==> src/hw/rtl/fa_pkg.sv <==
// ----------------------------------------------------------------------------
// fa_pkg
// Shared types and constants of the frame allocator: field widths, operation
// and status codes, register map and the control group of the recency chain.
// ----------------------------------------------------------------------------
package fa_pkg;

    localparam int unsigned NUM_FRAMES = 64;
    localparam int unsigned CFG_W    = 7;
    localparam int unsigned OP_W     = 2;
    localparam int unsigned IDX_W    = 6;
    localparam int unsigned PAGE_W   = 20;
    localparam int unsigned STATUS_W = 2;
    localparam int unsigned PADDR_W  = 3;
    localparam int unsigned PDATA_W  = 32;

    localparam logic [CFG_W-1:0] FRAMES_RESET = 7'd64;

    // register index, taken from paddr[2]
    localparam logic REG_FRAMES_IN_USE = 1'b0;

    typedef enum logic [OP_W-1:0] {
        OP_ALLOC = 2'd0,
        OP_FREE  = 2'd1,
        OP_TOUCH = 2'd2,
        OP_QUERY = 2'd3
    } t_op;

    typedef enum logic [STATUS_W-1:0] {
        ST_OK     = 2'd0,
        ST_RANGE  = 2'd1,
        ST_IS_FREE = 2'd2
    } t_status;

    typedef struct packed {
        logic clear;   // empty the whole order
        logic append;  // load fill into the first empty cell
        logic remove;  // close the gap at the matching cell
        logic head;    // match the head instead of the key
        logic refill;  // after a remove, load fill into the last used cell
    } t_chain_ctl;

endpackage

==> src/hw/rtl/fa_if.sv <==
// ----------------------------------------------------------------------------
// fa_in_if / fa_out_if
// Valid/ready channels of the frame allocator: request items in, result
// items out.
// ----------------------------------------------------------------------------
interface fa_in_if;
    import fa_pkg::*;

    logic                valid;
    logic                ready;
    logic [OP_W-1:0]     op;
    logic [IDX_W-1:0]    frame_index;
    logic [PAGE_W-1:0]   page_number;

    modport source (output valid, output op, output frame_index, output page_number,
                    input ready);
    modport sink   (input valid, input op, input frame_index, input page_number,
                    output ready);
endinterface

interface fa_out_if;
    import fa_pkg::*;

    logic                valid;
    logic                ready;
    logic [IDX_W-1:0]    assigned_frame;
    logic [PAGE_W-1:0]   page_out;
    logic                evicted;
    logic                frame_free;
    logic [STATUS_W-1:0] status;

    modport source (output valid, output assigned_frame, output page_out, output evicted,
                    output frame_free, output status, input ready);
    modport sink   (input valid, input assigned_frame, input page_out, input evicted,
                    input frame_free, input status, output ready);
endinterface

==> src/hw/rtl/fa_cell.sv <==
// ----------------------------------------------------------------------------
// fa_cell
// One slot of the recency order: a frame number and a valid flag. Takes the
// value of its right neighbor when a removal lies at or left of it.
// ----------------------------------------------------------------------------
module fa_cell #(
    parameter int unsigned FRAME_W = 6
) (
    input  logic               i_clk,
    input  logic               i_rst_n,
    input  fa_pkg::t_chain_ctl i_ctl,
    input  logic [FRAME_W-1:0] i_key,
    input  logic [FRAME_W-1:0] i_fill,
    input  logic               i_prev_valid,
    input  logic               i_shift_in,
    input  logic               i_next_valid,
    input  logic [FRAME_W-1:0] i_next_val,
    output logic               o_shift_out,
    output logic               o_valid,
    output logic [FRAME_W-1:0] o_val
);
    import fa_pkg::*;

    logic               r_valid;
    logic [FRAME_W-1:0] r_val;
    logic               n_valid;
    logic [FRAME_W-1:0] n_val;
    logic               w_hit;

    assign w_hit       = i_ctl.remove && !i_ctl.head && r_valid && (r_val == i_key);
    assign o_shift_out = i_shift_in || w_hit;
    assign o_valid     = r_valid;
    assign o_val       = r_val;

    always_comb begin
        n_valid = r_valid;
        n_val   = r_val;
        if (i_ctl.clear) begin
            n_valid = 1'b0;
        end else if (i_ctl.append && !r_valid && i_prev_valid) begin
            n_valid = 1'b1;
            n_val   = i_fill;
        end else if (o_shift_out && r_valid) begin
            if (i_next_valid) begin
                n_val = i_next_val;
            end else if (i_ctl.refill) begin
                n_val = i_fill;
            end else begin
                n_valid = 1'b0;
            end
        end
    end

    always_ff @(posedge i_clk) begin
        if (!i_rst_n) begin
            r_valid <= 1'b0;
        end else begin
            r_valid <= n_valid;
        end
    end

    always_ff @(posedge i_clk) begin
        r_val <= n_val;
    end

endmodule

==> src/hw/rtl/fa_lru_chain.sv <==
// ----------------------------------------------------------------------------
// fa_lru_chain
// Row of recency cells, oldest frame in cell 0. Used cells always form a
// prefix of the row.
// ----------------------------------------------------------------------------
module fa_lru_chain #(
    parameter int unsigned NUM_FRAMES = 64,
    parameter int unsigned FRAME_W    = 6
) (
    input  logic                  i_clk,
    input  logic                  i_rst_n,
    input  fa_pkg::t_chain_ctl    i_ctl,
    input  logic [FRAME_W-1:0]    i_key,
    input  logic [FRAME_W-1:0]    i_fill,
    output logic [FRAME_W-1:0]    o_head,
    output logic [NUM_FRAMES-1:0] o_valid
);
    import fa_pkg::*;

    logic [FRAME_W-1:0]    w_val   [NUM_FRAMES];
    logic [NUM_FRAMES-1:0] w_shift;

    assign o_head = w_val[0];

    for (genvar g = 0; g < NUM_FRAMES; g++) begin : g_cell
        logic               w_prev_valid;
        logic               w_shift_in;
        logic               w_next_valid;
        logic [FRAME_W-1:0] w_next_val;

        if (g == 0) begin : g_first
            assign w_prev_valid = 1'b1;
            assign w_shift_in   = i_ctl.remove && i_ctl.head;
        end else begin : g_mid
            assign w_prev_valid = o_valid[g-1];
            assign w_shift_in   = w_shift[g-1];
        end

        if (g == NUM_FRAMES - 1) begin : g_last
            assign w_next_valid = 1'b0;
            assign w_next_val   = '0;
        end else begin : g_inner
            assign w_next_valid = o_valid[g+1];
            assign w_next_val   = w_val[g+1];
        end

        fa_cell #(
            .FRAME_W (FRAME_W)
        ) u_cell (
            .i_clk        (i_clk),
            .i_rst_n      (i_rst_n),
            .i_ctl        (i_ctl),
            .i_key        (i_key),
            .i_fill       (i_fill),
            .i_prev_valid (w_prev_valid),
            .i_shift_in   (w_shift_in),
            .i_next_valid (w_next_valid),
            .i_next_val   (w_next_val),
            .o_shift_out  (w_shift[g]),
            .o_valid      (o_valid[g]),
            .o_val        (w_val[g])
        );
    end

endmodule

==> src/hw/rtl/frame_allocator_lru_evict.sv <==
// ----------------------------------------------------------------------------
// frame_allocator_lru_evict
// Physical frame manager with least-recently-used eviction.
//
// Requests arrive on i_in (op, frame_index, page_number); one result item per
// request leaves on o_out in the cycle after acceptance, held in an output
// register. An item is accepted every cycle while the output register is
// empty or being taken, so throughput is one item per cycle. The whole update
// is done in the cycle of acceptance: a priority encoder over the free bitmap
// picks the lowest free frame, and the recency order lives in a row of
// NUM_FRAMES cells that shift toward the head to close a gap and load the
// tail in the same cycle.
// When the receiver stalls, the result holds and i_in.ready drops until it
// is taken.
// Reset, and every write of frames_in_use (address 0 of the APB port), frees
// all frames and empties the order; its low CFG_W bits read back as written
// and the upper bits read as zero. Write it only while no item is in flight.
// ----------------------------------------------------------------------------
module frame_allocator_lru_evict (
    input  logic                         i_clk,
    input  logic                         i_rst_n,
    input  logic                         psel,
    input  logic                         penable,
    input  logic                         pwrite,
    input  logic [fa_pkg::PADDR_W-1:0]   paddr,
    input  logic [fa_pkg::PDATA_W-1:0]   pwdata,
    output logic [fa_pkg::PDATA_W-1:0]   prdata,
    output logic                         pready,
    fa_in_if.sink                        i_in,
    fa_out_if.source                     o_out
);
    import fa_pkg::*;

    localparam int unsigned FRAME_W = $clog2(NUM_FRAMES);
    localparam int unsigned MAX_EFF = (NUM_FRAMES < 127) ? NUM_FRAMES : 127;
    localparam logic [CFG_W-1:0] MAX_EFF_W = CFG_W'(MAX_EFF);
    localparam logic [CFG_W-1:0] RST_EFF   =
        (FRAMES_RESET > MAX_EFF_W) ? MAX_EFF_W : FRAMES_RESET;

    logic [CFG_W-1:0]      r_cfg;
    logic [CFG_W-1:0]      r_eff;
    logic [CFG_W-1:0]      r_free_count;
    logic [NUM_FRAMES-1:0] r_free_map;

    logic [CFG_W-1:0]      n_free_count;
    logic [NUM_FRAMES-1:0] n_free_map;

    logic                  r_o_valid;
    logic [IDX_W-1:0]      r_o_frame;
    logic [PAGE_W-1:0]     r_o_page;
    logic                  r_o_evicted;
    logic                  r_o_free;
    t_status               r_o_status;

    logic [IDX_W-1:0]      n_o_frame;
    logic                  n_o_evicted;
    logic                  n_o_free;
    t_status               n_o_status;

    logic                  w_cfg_wr;
    logic [CFG_W-1:0]      w_new_cfg;
    logic [CFG_W-1:0]      w_new_eff;
    logic                  w_in_fire;
    logic [FRAME_W-1:0]    w_alloc;
    logic [FRAME_W-1:0]    w_idx;
    logic                  w_idx_free;
    logic                  w_range_err;
    logic [FRAME_W-1:0]    w_head;
    logic [NUM_FRAMES-1:0] w_vld;
    t_chain_ctl            w_ctl;
    logic [FRAME_W-1:0]    w_fill;

    // configuration port
    assign pready    = 1'b1;
    assign w_cfg_wr  = psel && penable && pwrite && pready && (paddr[2] == REG_FRAMES_IN_USE);
    assign w_new_cfg = pwdata[CFG_W-1:0];
    assign w_new_eff = (w_new_cfg == '0) ? CFG_W'(1) :
                       (w_new_cfg > MAX_EFF_W) ? MAX_EFF_W : w_new_cfg;
    assign prdata    = (paddr[2] == REG_FRAMES_IN_USE) ? PDATA_W'(r_cfg) : '0;

    // handshake
    assign i_in.ready = !r_o_valid || o_out.ready;
    assign w_in_fire  = i_in.valid && i_in.ready;

    assign w_idx       = FRAME_W'(i_in.frame_index);
    assign w_range_err = ({1'b0, i_in.frame_index} >= r_eff);
    assign w_idx_free  = r_free_map[w_idx];

    // lowest free frame among the managed ones
    always_comb begin
        w_alloc = '0;
        for (int i = NUM_FRAMES - 1; i >= 0; i--) begin
            if (r_free_map[i] && (i < int'(r_eff))) begin
                w_alloc = FRAME_W'(i);
            end
        end
    end

    always_comb begin
        n_free_map   = r_free_map;
        n_free_count = r_free_count;
        n_o_frame    = i_in.frame_index;
        n_o_evicted  = 1'b0;
        n_o_free     = 1'b0;
        n_o_status   = ST_OK;
        w_ctl        = '0;
        w_fill       = w_idx;
        w_ctl.clear  = w_cfg_wr;
        case (t_op'(i_in.op))
            OP_ALLOC: begin
                if (r_free_count != '0) begin
                    n_free_map[w_alloc] = 1'b0;
                    n_free_count        = r_free_count - 1'b1;
                    n_o_frame           = IDX_W'(w_alloc);
                    w_ctl.append        = w_in_fire;
                    w_fill              = w_alloc;
                end else if (w_vld[0]) begin
                    n_o_frame    = IDX_W'(w_head);
                    n_o_evicted  = 1'b1;
                    w_ctl.remove = w_in_fire;
                    w_ctl.head   = 1'b1;
                    w_ctl.refill = 1'b1;
                    w_fill       = w_head;
                end else begin
                    n_o_frame  = '0;
                    n_o_status = ST_RANGE;
                end
            end
            OP_QUERY: begin
                if (w_range_err) begin
                    n_o_status = ST_RANGE;
                end else begin
                    n_o_free = w_idx_free;
                end
            end
            OP_FREE, OP_TOUCH: begin
                if (w_range_err) begin
                    n_o_status = ST_RANGE;
                end else if (w_idx_free) begin
                    n_o_status = ST_IS_FREE;
                end else begin
                    w_ctl.remove = w_in_fire;
                    w_ctl.refill = (t_op'(i_in.op) == OP_TOUCH);
                    if (t_op'(i_in.op) == OP_FREE) begin
                        n_free_map[w_idx] = 1'b1;
                        n_free_count      = r_free_count + 1'b1;
                    end
                end
            end
            default: begin
                n_o_status = ST_OK;
            end
        endcase
    end

    fa_lru_chain #(
        .NUM_FRAMES (NUM_FRAMES),
        .FRAME_W    (FRAME_W)
    ) u_chain (
        .i_clk   (i_clk),
        .i_rst_n (i_rst_n),
        .i_ctl   (w_ctl),
        .i_key   (w_idx),
        .i_fill  (w_fill),
        .o_head  (w_head),
        .o_valid (w_vld)
    );

    always_ff @(posedge i_clk) begin
        if (!i_rst_n) begin
            r_cfg        <= FRAMES_RESET;
            r_eff        <= RST_EFF;
            r_free_count <= RST_EFF;
            r_free_map   <= '1;
            r_o_valid    <= 1'b0;
        end else begin
            if (w_cfg_wr) begin
                r_cfg        <= w_new_cfg;
                r_eff        <= w_new_eff;
                r_free_count <= w_new_eff;
                r_free_map   <= '1;
            end else if (w_in_fire) begin
                r_free_count <= n_free_count;
                r_free_map   <= n_free_map;
            end
            if (w_in_fire) begin
                r_o_valid <= 1'b1;
            end else if (o_out.ready) begin
                r_o_valid <= 1'b0;
            end
        end
    end

    always_ff @(posedge i_clk) begin
        if (w_in_fire) begin
            r_o_frame   <= n_o_frame;
            r_o_page    <= i_in.page_number;
            r_o_evicted <= n_o_evicted;
            r_o_free    <= n_o_free;
            r_o_status  <= n_o_status;
        end
    end

    assign o_out.valid          = r_o_valid;
    assign o_out.assigned_frame = r_o_frame;
    assign o_out.page_out       = r_o_page;
    assign o_out.evicted        = r_o_evicted;
    assign o_out.frame_free     = r_o_free;
    assign o_out.status         = r_o_status;

    a_count_bound: assert property (@(posedge i_clk) disable iff (!i_rst_n)
        r_free_count <= r_eff)
        else $error("free count above managed frame count");

    a_order_prefix: assert property (@(posedge i_clk) disable iff (!i_rst_n)
        ((w_vld + 1'b1) & w_vld) == '0)
        else $error("recency order has a hole");

    a_order_balance: assert property (@(posedge i_clk) disable iff (!i_rst_n)
        ($countones(w_vld) + int'(r_free_count)) == int'(r_eff))
        else $error("order length and free count disagree");

    a_evict_only_full: assert property (@(posedge i_clk) disable iff (!i_rst_n)
        w_in_fire && w_ctl.head |-> r_free_count == '0)
        else $error("eviction while a frame is free");

endmodule

==> src/flat_wrapper.sv <==
// flat-port wrapper written by rule: the top's interface ports become plain ports
module frame_allocator_lru_evict_flat import fa_pkg::*;
  (i_clk, i_rst_n, psel, penable, pwrite, paddr, pwdata, prdata, pready, i_in_valid, i_in_op, i_in_frame_index, i_in_page_number, i_in_ready, o_out_valid, o_out_assigned_frame, o_out_page_out, o_out_evicted, o_out_frame_free, o_out_status, o_out_ready);
  fa_in_if i_in_i ();
  fa_out_if o_out_i ();
  input  logic i_clk;
  input  logic i_rst_n;
  input  logic psel;
  input  logic penable;
  input  logic pwrite;
  input  logic [fa_pkg::PADDR_W-1:0] paddr;
  input  logic [fa_pkg::PDATA_W-1:0] pwdata;
  output logic [fa_pkg::PDATA_W-1:0] prdata;
  output logic pready;
  input wire logic [$bits(i_in_i.valid)-1:0] i_in_valid;
  input wire logic [$bits(i_in_i.op)-1:0] i_in_op;
  input wire logic [$bits(i_in_i.frame_index)-1:0] i_in_frame_index;
  input wire logic [$bits(i_in_i.page_number)-1:0] i_in_page_number;
  output wire logic [$bits(i_in_i.ready)-1:0] i_in_ready;
  output wire logic [$bits(o_out_i.valid)-1:0] o_out_valid;
  output wire logic [$bits(o_out_i.assigned_frame)-1:0] o_out_assigned_frame;
  output wire logic [$bits(o_out_i.page_out)-1:0] o_out_page_out;
  output wire logic [$bits(o_out_i.evicted)-1:0] o_out_evicted;
  output wire logic [$bits(o_out_i.frame_free)-1:0] o_out_frame_free;
  output wire logic [$bits(o_out_i.status)-1:0] o_out_status;
  input wire logic [$bits(o_out_i.ready)-1:0] o_out_ready;
  assign i_in_i.valid = i_in_valid;
  assign i_in_i.op = i_in_op;
  assign i_in_i.frame_index = i_in_frame_index;
  assign i_in_i.page_number = i_in_page_number;
  assign i_in_ready = i_in_i.ready;
  assign o_out_valid = o_out_i.valid;
  assign o_out_assigned_frame = o_out_i.assigned_frame;
  assign o_out_page_out = o_out_i.page_out;
  assign o_out_evicted = o_out_i.evicted;
  assign o_out_frame_free = o_out_i.frame_free;
  assign o_out_status = o_out_i.status;
  assign o_out_i.ready = o_out_ready;
  frame_allocator_lru_evict u_core (.i_clk(i_clk), .i_rst_n(i_rst_n), .psel(psel), .penable(penable), .pwrite(pwrite), .paddr(paddr), .pwdata(pwdata), .prdata(prdata), .pready(pready), .i_in(i_in_i), .o_out(o_out_i));
endmodule
==> config.mk <==
export PLATFORM = sky130hd
export DESIGN_NAME = frame_allocator_lru_evict_flat
export DESIGN_NICKNAME = d
export VERILOG_FILES = /design/src/hw/rtl/fa_pkg.sv /design/src/hw/rtl/fa_if.sv /design/src/hw/rtl/fa_cell.sv /design/src/hw/rtl/fa_lru_chain.sv /design/src/hw/rtl/frame_allocator_lru_evict.sv /design/src/flat_wrapper.sv
export SDC_FILE = /design/constraint.sdc
export NUM_CORES = 2
export LEC_CHECK = 0
export BUFFER_PORTS_ARGS = -buffer_cell sky130_fd_sc_hd__buf_2
export CAP_MARGIN = 15
export CELL_PAD_IN_SITES_DETAIL_PLACEMENT = 0
export CELL_PAD_IN_SITES_GLOBAL_PLACEMENT = 1
export CORE_ASPECT_RATIO = 0.75
export CORE_UTILIZATION = 40
export CTS_CLUSTER_SIZE = 20
export DETAILED_ROUTE_END_ITERATION = 8
export PLACE_DENSITY_LB_ADDON = 0.1
export SYNTH_ARGS = -nofsm -noshare
export SYNTH_HDL_FRONTEND = slang
export SYNTH_SLANG_ARGS = --single-unit
==> constraint.sdc <==
create_clock -name i_clk -period 5.7 [get_ports i_clk]
set_clock_uncertainty 0.2 [all_clocks]
set_input_delay 1.14 -clock i_clk [delete_from_list [all_inputs] [get_ports i_clk]]
set_output_delay 1.14 -clock i_clk [all_outputs]
set_load 0.02 [all_outputs]
==> results <==
- The flow ran to the end, and the final reports show no timing, DRC or antenna violations.
- The number of pins exceeding their max-slew limit in the final report is 0.
- The worst hold path belongs to the class flip-flop to flip-flop.
- After synthesis, the cell types taking the most area are edfxtp_1, dfxtp_1, xnor2_1.
- The detailed-route via count is 28,800.
- The number of buffers and inverters on the critical path is 1.
- The clock slew at the register clock pins of the worst setup and hold paths is about 0.070 ns.
- In this run the static leakage power is 13.1 nW.
- The path with the worst hold slack has its endpoint at u_core.r_cfg[4].
- The all-layer global routing usage is 0.269.
- The proportion of synthesized chip area in sequential cells is 0.450.
- Dividing total power by cell area gives a power density of 245 mW/mm².
- The number of flops mapped to enable cells by yosys is ~410.
- The flip-flop and latch count after synthesis is 564.
- The floorplan step set the die height to 256 µm.
- The boundary pin count is about 140.
- The biggest area contributor in the post-synthesis netlist is edfxtp_1.
- Adding up every negative setup slack in the final design gives 0 ns.
- The top cell family by delay on the critical path is compound AO/OA/AOI/OAI gates.
- The kind of critical path is flip-flop to flip-flop.
- The multi-input gate area in the final layout is 0.0174 mm².
- The final weighted congestion of routability-driven global placement is about 0.96.
- The average instance area after synthesis is 9.70 µm².
- The area of the core region is 0.0845 mm².
- The final layout contains routed wiring with a total length of 120,000 µm.
- For this run, the leading register cell type out of synthesis is edfxtp_1.
- The worst register-to-register path ends at u_core.u_chain.g_cell[22].u_cell.o_val[1].
- Leaving out fill and tap cells, the most frequent cell in the layout is edfxtp_1.
- After layout, the minimum clock period comes to 5.35 ns.
- In this run the deepest clock path goes through 3 buffers.
- The detail route stage leaves a number of antenna-violating nets equal to 0.
- The worst setup path is captured at a flip-flop.
- Timing would allow up to between 150 and 200 MHz.
- The share of synthesized area in the top cell type comes to 0.362.
- The ratio of cells with drive above 1 in the final layout is 0.151.
- The first routing iteration left 3,227 violations.
- For this run, design rule violations remaining after detail routing come to 0.
- The clock tree synthesis step divided the H-tree into 2 levels.
- For this configuration, the core starts out at a cell density of 0.406.
- The final-report hold violation count is 0.
- The floorplan has 92 rows.
- Summed over all layers, the global routing overflow is 0.
- The first-pass GRT wire length is around 180,000 µm.
- The via count of the first global-routing pass is 27,400.
- The layout net count is around 3,700.
- Along the worst hold path, the cell count comes to 2.
- The fill cell instance count of the final layout is 8,075.
- Using the TritonRoute via totals, the vias-per-cell ratio works out to roughly 6.
- The slowest stage of the critical path is the dfxtp_1 cell.
- The tree is rooted in a clkbuf_16.
- The TritonCTS clock tree is built.
- The flip-flop and latch area is 0.0154 mm².
- The detailed-placement wirelength estimate is 80,300 µm.
- At the end of the flow the core is filled with cells to 0.455.
- The share of the cycle needed by the critical path after routing is 0.939.
- In this design, the stage delay of the slowest critical-path cell is a little over 1 ns.
- The tool flagged a number of max-cap violations equal to 0.
- The number of cells on the worst reg-to-reg path is 10.
- The post-synthesis instance area is about 0.034 mm².
- The data arrival time of the critical path is around 5.5 ns.
- Gates resized during post-CTS repair numbered 0.
- The library cells used most frequently in the layout, excluding fill and tap cells, are edfxtp_1, nor2_1, a21oi_1.
- The number of antenna violations at the first check in global routing was 3.
- The worst register-to-register path has a setup slack of between 0.3 and 0.4 ns.
- The total CTS buffers is 60.
- The worst path required time is 5.89 ns.
- The overall die width is 340 µm.
- The number of hold buffers added after cts is 0.
- Across the VDD grid, the largest voltage drop is ~230 µV.
- The number of warnings printed during yosys synthesis is 0.
- The worst setup path is launched from a flip-flop.
- The slew at the pin closest to its max-slew limit is between 1 and 1.5 ns.
- The distinct cell type count after synthesis is 99.
- In this run the most critical hold path is launched from u_core.r_cfg[4].
- The worst register-to-register path begins at u_core.r_eff[6].
- After technology mapping, the gate count stands at 3,538.
- The first-pass iteration count of the detailed router is 6.
- The clock drives ~560 sinks.
- In this run the worst path has a maximum fanout of 33.
- The pin count of the biggest net entering global routing is 65.
- From synthesis to final layout, the design area changed by 12.2%.
- The clock insertion delay at the later pin of the skew report is about 0.66 ns.
- Port buffering added 81 buffers.
- The worst pin sits at a relative slew slack of 0.221.
- The share of flip-flops with an asynchronous set or reset after synthesis is 0.
- The area of the die is 0.0869 mm².
- The setup violation total in the final timing report is 0.
- Walking the worst path, the cells encountered are or3_1 -> o211ai_1 -> and4_1 -> a211o_1 -> and2_1 -> a221oi_2 -> a311oi_1 -> nor2_4 -> inv_2 -> mux2_2.
- After clock tree synthesis, the setup repair step added 0 buffers.
- The routed length per instance is 25.0 µm.
- Setup repair after global routing left no endpoint under its margin.
[cell usage after synthesis (17+ instances only)]
library cell and n:
edfxtp_1 414, nor2b_1 20, a21o_1 24, a21oi_1 315, inv_1 55, xor2_1 189, a31oi_1 74, ha_1 17
dfxtp_1 150, o21ai_1 27, a21oi_4 59, nor3_1 41, and3_1 17, nand3b_1 21, mux2_2 72, a22oi_1 19
nand3_1 47, nand4_1 74, a211oi_1 75, clkbuf_1 156, o31a_1 18, o21ai_0 185, a311oi_1 25, nand2b_1 31
and2_1 40, nand2_1 263, xnor2_1 201, o211ai_1 27, nor2_1 363, o21a_1 31, or3_1 19, o22ai_1 27
buf_2 71, o221ai_1 18, buf_4 38, nor4_1 57
[flip-flops by register name, summed over array words and instances, names as in the netlist]
| signal | cells |
|---|---|
| u_core.u_chain.g_cell.u_cell.o_val | 384 |
| u_core.r_free_map | 64 |
| u_core.u_chain.g_cell.u_cell.o_valid | 64 |
| u_core.o_out.page_out | 20 |
| u_core.r_cfg | 7 |
| u_core.r_eff | 7 |
| u_core.r_free_count | 7 |
| u_core.o_out.assigned_frame | 6 |
| u_core.o_out.status | 2 |
| u_core.o_out.evicted | 1 |
| u_core.o_out.frame_free | 1 |
| u_core.o_out.valid | 1 |
[routing by layer]
| metal | GRT usage | vias to the layer above | wire (µm) |
|---|---|---|---|
| met4 | 0.0655 | 0 | 2570 |
| met2 | 0.404 | 1205 | 51900 |
| li1 | - | 13200 | - |
| met3 | 0.0471 | 174 | 9510 |
| met1 | 0.398 | 14200 | 55900 |
| met5 | 0 | - | 0 |
[worst max path at each step]
stage | from | to | slack, ns | cells after the start
floorplan | i_in_frame_index[0] | u_core.u_chain.g_cell[54].u_cell.o_val[0] | 0.77 | 13
finish | u_core.r_eff[6] | u_core.u_chain.g_cell[22].u_cell.o_val[1] | 0.35 | 10
detailed placement | i_in_frame_index[0] | u_core.u_chain.g_cell[49].u_cell.o_val[2] | 0.17 | 12
global placement | i_in_frame_index[0] | u_core.u_chain.g_cell[61].u_cell.o_val[4] | 0.23 | 13
CTS | u_core.r_eff[6] | u_core.u_chain.g_cell[22].u_cell.o_val[1] | 0.51 | 10
global route | u_core.r_eff[6] | u_core.u_chain.g_cell[46].u_cell.o_val[1] | 0.19 | 10
[cells by family after synthesis]
family	Yosys count	share of synthesized area
mux	83	0.0283
xor+xnor	390	0.0996
flops	564	0.450
compound gates	1066	0.216
fa+ha+maj	18	0.00678
other cells	2	0.000219
buf+inv	351	0.0489
simple gates	1064	0.151
[through the flow]
step / setup slack, ns / power (W) / hold WS (ns) / instances / area [µm²]
4_1_cts: 0.512 / 0.00951 / 0.253 / 4794 / 38500
3_3_place_gp: 0.231 / 0.00560 / 0.234 / 4682 / 36600
5_1_grt: 0.190 / 0.00972 / 0.277 / 4795 / 38500
6_report: 0.348 / 0.00944 / 0.250 / 4798 / 38500
2_1_floorplan: 0.771 / 0.00523 / 0.215 / 3562 / 34400
3_5_place_dp: 0.168 / 0.00561 / 0.245 / 4683 / 36600
[power by group]
group          total (W)  leakage, nW  switching (W)  internal (W)
Sequential       0.00448         4.98      0.0000198       0.00446
Combinational    0.00105         7.23       0.000696      0.000358
Clock            0.00391        0.914        0.00173       0.00218
Total            0.00944         13.1        0.00245       0.00699
[worst register-to-register path, stage by stage, from the launching register on]
cell      delay [ns]
dfxtp_1         1.01
or3_1           0.59
o211ai_1        0.25
and4_1          0.24
a211o_1         0.32
and2_1          0.16
a221oi_2        0.76
a311oi_1        0.35
nor2_4          0.26
inv_2           0.44
mux2_2          0.51
[layout make-up]
cell class | instances | area share
Tap cell | 1128 | 0.0367
Clock buffer | 90 | 0.0441
Antenna cell | 4 | 0.000260
Inverter | 60 | 0.00585
Clock inverter | 21 | 0.00475
Sequential cell | 564 | 0.401
Timing Repair Buffer | 284 | 0.0556
Multi-Input combinational cell | 2647 | 0.452
Power figures use the tool's default switching activity.
